`src/spq_pkg.sv`:
```
`default_nettype none
package spq_pkg;

   localparam int VALUE_WIDTH      = 32;
   localparam int STATUS_WIDTH     = 2;
   localparam int COUNT_PORT_WIDTH = 8;
   localparam int DEFAULT_DEPTH    = 128;

   localparam logic REQ_ENQUEUE = 1'b0;
   localparam logic REQ_DEQUEUE = 1'b1;

   localparam logic [STATUS_WIDTH-1:0] STATUS_OK        = 2'd0;
   localparam logic [STATUS_WIDTH-1:0] STATUS_OVERFLOW  = 2'd1;
   localparam logic [STATUS_WIDTH-1:0] STATUS_UNDERFLOW = 2'd2;

   typedef struct packed {
      logic                          enq;
      logic                          deq;
      logic signed [VALUE_WIDTH-1:0] value;
   } cmd_type;

endpackage
`default_nettype wire

```
`src/spq_cell.sv`:
```
`default_nettype none
module spq_cell #(
   parameter int INDEX = 0,
   parameter int CNT_W = 8
) (
   input  wire logic                                  clock,
   input  wire spq_pkg::cmd_type                      cmd,
   input  wire logic [CNT_W-1:0]                      count,
   input  wire logic signed [spq_pkg::VALUE_WIDTH-1:0] upper_value,
   input  wire logic                                  upper_gt,
   input  wire logic signed [spq_pkg::VALUE_WIDTH-1:0] lower_value,
   output logic signed [spq_pkg::VALUE_WIDTH-1:0]      value,
   output logic                                       gt
);
   import spq_pkg::*;

   logic signed [VALUE_WIDTH-1:0] value_ff;
   logic signed [VALUE_WIDTH-1:0] value_in;
   logic                          occupied;

   assign occupied = count > CNT_W'(INDEX);
   assign gt       = occupied && (value_ff > cmd.value);
   assign value    = value_ff;

   always_comb begin
      value_in = value_ff;
      if (cmd.enq) begin
         if (gt) begin
            value_in = value_ff;
         end else if (upper_gt) begin
            value_in = cmd.value;
         end else begin
            value_in = upper_value;
         end
      end else if (cmd.deq) begin
         value_in = lower_value;
      end
   end

   always_ff @(posedge clock) begin
      value_ff <= value_in;
   end

endmodule
`default_nettype wire

```
`config.mk`:
```
export PLATFORM = sky130hd
export DESIGN_NAME = spq_cell
export DESIGN_NICKNAME = d
export VERILOG_FILES = /design/src/spq_pkg.sv /design/src/spq_cell.sv
export SDC_FILE = /design/constraint.sdc
export NUM_CORES = 1
export LEC_CHECK = 0
export ABC_AREA = 1
export BUFFER_PORTS_ARGS = -buffer_cell sky130_fd_sc_hd__buf_2
export CAP_MARGIN = 40
export CORE_MARGIN = 5
export CORE_UTILIZATION = 48
export CTS_CLUSTER_DIAMETER = 120
export CTS_CLUSTER_SIZE = 14
export DETAILED_ROUTE_END_ITERATION = 7
export PLACE_DENSITY = 0.95
export RECOVER_POWER = 100
export SKIP_CTS_REPAIR_TIMING = 1
export SLEW_MARGIN = 20
export SYNTH_ARGS = -nofsm -noshare
export SYNTH_HDL_FRONTEND = slang
export SYNTH_SLANG_ARGS = --single-unit
export TNS_END_PERCENT = 5
```
`constraint.sdc`:
```
create_clock -name clock -period 5.11 [get_ports clock]
set_input_delay 0 -clock clock [delete_from_list [all_inputs] [get_ports clock]]
set_output_delay 0 -clock clock [all_outputs]
set_load 0.01 [all_outputs]
```
# Word-level counts from Yosys, hierarchy flattened
# Cells that the tools add are included.
dict set report totals {
  out_inout_bits 33
  input_bits 108
  reg_bits 32
}
dict set report op_classes {
  magnitude_cmp 2
  reduce_logical 3
  mux 4
  n_eq_ne 1
}
# op n
set op_table {}
lappend op_table {{two-way mux 32 bit} 4}
lappend op_table {{greater-than comparator 32 bit} 1}
lappend op_table {{greater-than comparator 8 x 1 -> 1 bit (second input constant)} 1}
lappend op_table {{!= test 2 bit (second input constant)} 1}
lappend op_table {{AND reduction 2 bit} 1}
lappend op_table {{nonzero test 2 bit} 1}
lappend op_table {{logical AND 1 bit} 1}

# Depth between registers and ports, before layout
# Gate-level depths: netlist of run 1.
dict set report depth {
  depth_word 4
  ltp_mapped 17
}

# Worst setup path before layout of run 1
# No wires, ideal clock.
dict set report synth_timing {
  kind {register to register}
  startpoint {reg value_ff[31] (netlist: value[31])}
  endpoint {reg value_ff[0] (netlist: value[0]) (enable)}
  t_arrival_ns 2.129
  stages_incl_launch_ff 10
  setup_slack_ns 2.591
  n_path_buf 0
  path_cell_list {edfxtp_1 > ha_1 > a21oi_1 > o21a_1 > nand2_1 > a21oi_2 > nand3_1 > nand3_2 > nand2_1 > nand2_1}
}
dict set report synth_via {
  elab_chain_len 4
}
# item line
set synth_rtl {}
lappend synth_rtl {{start, declared} spq_cell.sv:17} ;# logic signed [VALUE_WIDTH-1:0] value_ff;
lappend synth_rtl {{start signal, assigned} spq_cell.sv:41} ;# value_ff <= value_in;
lappend synth_rtl {{greater-than comparator 32 bit} spq_cell.sv:22} ;# assign gt = occupied && (value_ff > cmd.value);
lappend synth_rtl {{logical AND 1 bit} spq_cell.sv:22}
lappend synth_rtl {{!= test 2 bit (no line)} -}
lappend synth_rtl {{AND reduction 2 bit (no line)} -}
# Every way passes these cells.
# A chain may end at the register's enable or synchronous reset.

# Worst setup path after layout of run 1
dict set report layout_timing {
  startpoint {reg value_ff[23] (netlist: value[23])}
  endpoint {reg value_ff[15] (netlist: value[15]) (enable)}
}
# The elaborated chain is that of the path after synthesis.

==> results.yml, run 1 <==
pwr:
  power_switching_uw: 276
  leakagePower_nw: 1.70
  ir_worst_vdd_mv: 0.160
  sequentialPowerShare: 0.438
  powerDensity_nw_per_um2: 242
  p_int_uw: 531
  power_uw: 806
  swShare: 0.342
  clkPwrFrac: 0.240
  pwr-share-comb: 0.322
cells_and_area:
  instances_no_fill: 541
  drive_gt1_frac: 0.261
  antenna_cells: 0
  nFillCells: 451
  nets: 610
  syn_to_final_growth_pct: 32.5
  largest_reg_flops: 32
grt:
  antenna_found_initial: 0
  track_usage: 0.241
  grt_max_degree: 35
  grt_pass1_vias: 2772
  grt_pass1_wl_um: 12400
  overflow: 0
drt:
  wl_per_cell_um: 14.9
  ant_nets: 0
  vias: 2816
  drt_pass1_iterations: 4
  route.detailed.drc: 0
  routed_wl_um: 8080
  drt_iter0_drc: 229
  viasPerCell: 5.21
clock_tree:
  clkLatencyLatePin_ps: 290
  clk_path_buf_depth: 2
  cts_buffers: 5
  cts_tree: "built"
  cts_max_level: 2
  clock_sinks: 32
  clk_pin_slew_ps: 70
  cts-root-buf: "clkbuf_8"
run:
  drv_cap: 0
worst_setup_path:
  regToRegStartpoint: "value[23]"
  worstPathRequired_ps: 5030
  cp-startpoint: "value[23]"
  end_kind: "flip-flop"
  arrival_ps: 3260
  crit_type: "reg -> reg"
  r2r-end: "value[15]"
  ff2ff_setup_slack_ps: 1770
  start_kind: "flip-flop"
  crit_fanout: 18
  r2r_cells: 12
  crit_path_end: "value[15]"
synthesis:
  synthCells: 330
  synth_area_um2: 2510
  synth_cell_types: 22
  synth_warnings: 0
  seq_area_frac_synth: 0.382
  syn-num-nets: 470
  avgSynthCellArea_um2: 7.61
  synth.ff_latch_count: 32
status:
  violations: "hold timing"
  status: "finished, violations left"
sta:
  skew_ps: 9.86
  setup_viol: 0
  timing.fmax_mhz: 299
  setup_tns_ps: 0
  slew_violations: 0
  whs_ps: -10.4
  hold_violations: 5
  rsz0062_at_grt: "false"
  fin_crit_sh: 0.654
  min_period_ps: 3340
  fin_ws_ps: 1770
  tightestPinTransition_ps: 1280
  maxSlewHeadroom: 0.145
placed_design:
  pre_cts_ws_ps: 2210
  port-buffer-count: 140
  dp_hpwl_um: 6250
  gp_congestion: 0.824
  dp_cells: 529
floorplan:
  start_util: 0.492
  core_um2: 5110
  rows: 26
  die_w_um: 82.3
  dieArea_um2: 6780
  die_h_um: 82.3
  ios: 141
worst_hold_path:
  min_path_type: "in -> reg"
## through the flow
| stage | util | hold slack [ps] | area (um2) |
|---|---|---|---|
| 2_1_floorplan | - | 191 | 2510 |
| 3_3_place_gp | 0.638 | 286 | 3260 |
| 3_5_place_dp | 0.638 | 288 | 3260 |
| 4_1_cts | 0.654 | -15.6 | 3340 |
| 5_1_grt | 0.652 | -3.27 | 3330 |
| 6_report | 0.652 | -10.4 | 3330 |
## critical path: stages, from the launching register on
cell      delay (ps)
edfxtp_1         410
ha_1             340
nand2_1           90
nor2_1           190
nand4_2          110
nor2_1           180
nand2_1          100
nand2_1           80
nand2_1           50
nand3_1           80
nand2_1           50
nand2_1          590
clkbuf_1         670
## how the worst min path moves through the flow
stage,slack (ps),end,start,cells past startpoint
4_1_cts,-20,value[25],lower_value[25],3
3_5_place_dp,290,value[19],lower_value[19],3
5_1_grt,-3,value[12],lower_value[12],3
3_3_place_gp,290,value[29],lower_value[29],3
6_report,-10,value[12],lower_value[12],3
2_1_floorplan,190,value[31],lower_value[31],2
## placed cells by master, fill, tap and decap left out
cell / count
o21ai_0: 64
ha_1: 32
nand2_2: 2
clkinv_2: 2
buf_2: 107
clkbuf_1: 34
clkbuf_8: 5
inv_1: 40
o21ai_1: 2
o21a_1: 2
nand4_1: 1
nand3_1: 4
dlygate4sd3_1: 4
clkinv_1: 2
nand4_2: 1
a21oi_2: 1
nand2_1: 73
edfxtp_1: 32
nor2_2: 1
nor2_1: 43
a21o_1: 1
nor4_1: 1
a21oi_1: 13
inv_2: 4
## power by group through the flow
stage	combinational (mW)	clock (mW)	sequential, mW
after floorplan	0.134	0	0.372
after global placement	0.255	0	0.355
after detailed placement	0.268	0	0.358
after CTS	0.270	0.195	0.352
after global routing	0.293	0.208	0.357
final	0.260	0.193	0.353
## logic make-up after synthesis
family,Yosys count,share of synthesized area
AO/OA/AOI/OAI,83,0.170
adder cells (fa/ha/maj),32,0.159
buffers and inverters,57,0.0867
flip-flops,32,0.382
AND/OR/NAND/NOR,126,0.202
## synth_stat cells
library cell	instances	area share
a21o_1	1	0.0030
a21oi_1	13	0.026
a21oi_2	1	0.0035
clkbuf_1	11	0.016
clkbuf_4	1	0.0030
clkinv_1	1	0.0015
edfxtp_1	32	0.38
ha_1	32	0.16
inv_1	39	0.058
inv_2	5	0.0075
nand2_1	73	0.11
nand2_2	2	0.0050
nand3_1	3	0.0060
nand3_2	1	0.0040
nand4_1	1	0.0025
nand4_2	1	0.0050
nor2_1	42	0.063
nor2_2	2	0.0050
nor4_1	1	0.0025
o21a_1	2	0.0060
o21ai_0	35	0.070
o21ai_1	31	0.062
## metal layers
metal	share of wire	wire length [um]	up-vias	GRT usage
li1	-	-	1375	-
met1	0.36	2910	1277	0.272
met2	0.51	4140	144	0.419
met3	0.10	815	20	0.0651
met4	0.026	213	0	0.110
met5	0	0	-	0
## cell type report
cell class	count	area, um2	share of cell area
Multi-Input combinational cell	241	1330	0.398
Sequential cell	32	961	0.289
Timing Repair Buffer	145	703	0.211
Inverter	45	169	0.0507
Tap cell	70	87.6	0.0263
Clock buffer	5	68.8	0.0207
Clock inverter	3	13.8	0.00413
Power figures use the tool's default switching activity.
==> inputs of run 2 (changes only) <==
--- a/config.mk
+++ b/config.mk
@@ -5,15 +5,15 @@
 export SDC_FILE = /design/constraint.sdc
 export NUM_CORES = 1
 export LEC_CHECK = 0
-export ABC_AREA = 1
+export ABC_AREA = 0
 export BUFFER_PORTS_ARGS = -buffer_cell sky130_fd_sc_hd__buf_2
 export CAP_MARGIN = 40
 export CORE_MARGIN = 5
-export CORE_UTILIZATION = 48
+export CORE_UTILIZATION = 45
 export CTS_CLUSTER_DIAMETER = 120
 export CTS_CLUSTER_SIZE = 14
 export DETAILED_ROUTE_END_ITERATION = 7
-export PLACE_DENSITY = 0.95
+export PLACE_DENSITY = 0.92
 export RECOVER_POWER = 100
 export SKIP_CTS_REPAIR_TIMING = 1
 export SLEW_MARGIN = 20
==> constraint.sdc (replaced) <==
create_clock -name clock -period 3.5 [get_ports clock]
set_input_delay 0 -clock clock [delete_from_list [all_inputs] [get_ports clock]]
set_output_delay 0 -clock clock [all_outputs]
set_load 0.01 [all_outputs]
==> results.yml, run 2 <==
clock_tree:
  clkLatencyLatePin_ps: 270
  clock_sinks: 32
  clk_pin_slew_ps: 60
  cts_max_level: 2
  cts-root-buf: "clkbuf_8"
  clk_path_buf_depth: 2
  cts_tree: "built"
  cts_buffers: 5
sta:
  tightestPinTransition_ps: 1470
  timing.fmax_mhz: 329
  rsz0062_at_grt: "false"
  skew_ps: 5.99
  hold_violations: 0
  maxSlewHeadroom: 0.0214
  fin_crit_sh: 0.868
  min_period_ps: 3040
  setup_tns_ps: 0
  slew_violations: 0
  setup_viol: 0
placed_design:
  dp_hpwl_um: 6000
  dp_cells: 468
  gp_congestion: 0.865
  placed_cell_area_um2: 3290
  port-buffer-count: 140
synthesis:
  yosys-top-cells-count: "a21oi_1 (44), nor2_1 (38)"
  synth_warnings: 0
  synth_flop_cell: "edfxtp_1"
  synth_cell_types: 33
  synthAdderAreaFrac: 0.161
  seq_area_frac_synth: 0.387
  synthCells: 263
  yosysTopAreaCell: "edfxtp_1"
  synth_most_common_cell: "a21oi_1"
  synthSimpleGateAreaFrac: 0.119
  synth.area.mux_share: 0.129
  synth-edff-count: 32
  synth_top_area_share: 0.387
  synth-xor-area-share: 0
  avgSynthCellArea_um2: 9.45
  synth_area_um2: 2490
  synth.ff_latch_count: 32
  synthArstFlopShare: 0
  synthTopCellsByArea: "edfxtp_1 (39%), ha_1 (16%), mux2i_1 (13%), a21oi_1 (8.9%), nor2_1 (5.7%)"
  synth_compound_area_frac: 0.138
  synth_top_family_by_area: "adder cells"
  syn-num-nets: 403
worst_setup_path:
  ff2ff_setup_slack_ps: 460
  end_kind: "flip-flop"
  worstPathRequired_ps: 3430
  r2r_cells: 8
  regToRegStartpoint: "value[31]"
  arrival_ps: 2970
  crit_fanout: 14
  crit_type: "reg -> reg"
  start_kind: "flip-flop"
  r2r-end: "value[31]"
  cp-startpoint: "value[31]"
cells_and_area:
  largest_reg_flops: 32
  fin_area_um2: 3280
  nets: 543
  drive_gt1_frac: 0.292
  mostFrequentLayoutCells: "buf_2 (107), a21oi_1 (44), nor2_1 (38)"
  layout_commonest_cell: "buf_2"
  nFillCells: 479
  instances_no_fill: 473
  syn_to_final_growth_pct: 32.1
  antenna_cells: 0
floorplan:
  die_w_um: 84.3
  rows: 27
  dieArea_um2: 7110
  start_util: 0.457
  die_h_um: 84.3
  core_um2: 5440
  ios: 141
drt:
  vias: 2453
  dr_wl_met3_um: 438
  route.detailed.drc: 0
  top_layer_used: "met4"
  met1_length_um: 2640
  ant_nets: 0
  drt_pass1_iterations: 4
  wl_per_cell_um: 15.0
  viasPerCell: 5.19
  dr_wl_met2_um: 3850
  routed_wl_um: 7100
  drt_iter0_drc: 75
grt:
  overflow: 0
  grt_max_degree: 47
  grt_pass1_vias: 2591
  grt_pass1_wl_um: 11600
  track_usage: 0.199
  antenna_found_initial: 0
pwr:
  leakagePower_nw: 1.63
  ir_worst_vdd_mv: 0.239
  powerDensity_nw_per_um2: 365
worst_hold_path:
  hp-start: "lower_value[8]"
  min_path_type: "in -> reg"
  min_to: "value[8]"
  min_path_cells: 3
status:
  status: "complete, no violations"
run:
  drv_cap: 0
-- run 2: cell count changes after synthesis, moves of 7 or more --
| cell | delta |
|---|---|
| a21oi_1 | +31 |
| inv_1 | -7 |
| mux2i_1 | +32 |
| nand2_1 | -67 |
| o21ai_0 | -33 |
| o21ai_1 | -29 |
-- run 2: worst max-delay path by stage --
stage | end | cells past startpoint
after detailed placement | value[18] | 8
after global routing | value[30] | 8
after CTS | value[27] | 8
after global placement | value[26] | 8
after floorplan | value[0] | 7
final | value[31] | 8
-- run 2: routing by layer --
metal	global-route usage	up-vias
met4	0.0820	0
met5	0	-
met2	0.374	97
met3	0.0412	16
met1	0.215	1107
li1	-	1233
-- run 2: cell type report --
type                    instances  area [um2]  area share
multi-input cells             188        1360       0.414
flip-flops and latches         32         961       0.293
repair buffers                144         683       0.208
inverters                      32         120      0.0366
well taps                      72        90.1      0.0274
clock buffers                   5        68.8      0.0210
-- run 2: worst max-delay path: stages (launching register included) --
cell and delay, ps:
edfxtp_1 400, ha_1 380, nand4_1 190, nor4_1 490, a31oi_1 190, and3_1 260, o2bb2ai_1 180, a211oi_4 250
clkbuf_2 370
-- run 2: report_power, final --
part | switching, mW | leakage (nW) | internal, mW
registers | 0.0328 | 0.311 | 0.501
clock network | 0.117 | 0.0359 | 0.128
logic | 0.242 | 1.28 | 0.177
total | 0.392 | 1.63 | 0.806
-- run 2: kinds of logic (layout without fill, tap and decap cells) --
kind of cell | count (synthesis) | after routing
and+or+nand+nor | 63 | 63
adders and majority gates | 32 | 32
muxes | 32 | 32
DFF | 32 | 32
AOI/OAI and AO/OA | 61 | 61
buffers and inverters | 43 | 181
-- run 2: metrics by stage --
step	utilization	power, mW	setup slack [ps]	hold slack, ps
5_1_grt	0.604	1.28	316	32.2
3_5_place_dp	0.606	0.980	703	323
2_1_floorplan	-	0.783	367	226
6_report	0.604	1.20	461	44.1
4_1_cts	0.618	1.23	693	35.6
3_3_place_gp	0.601	0.953	819	316
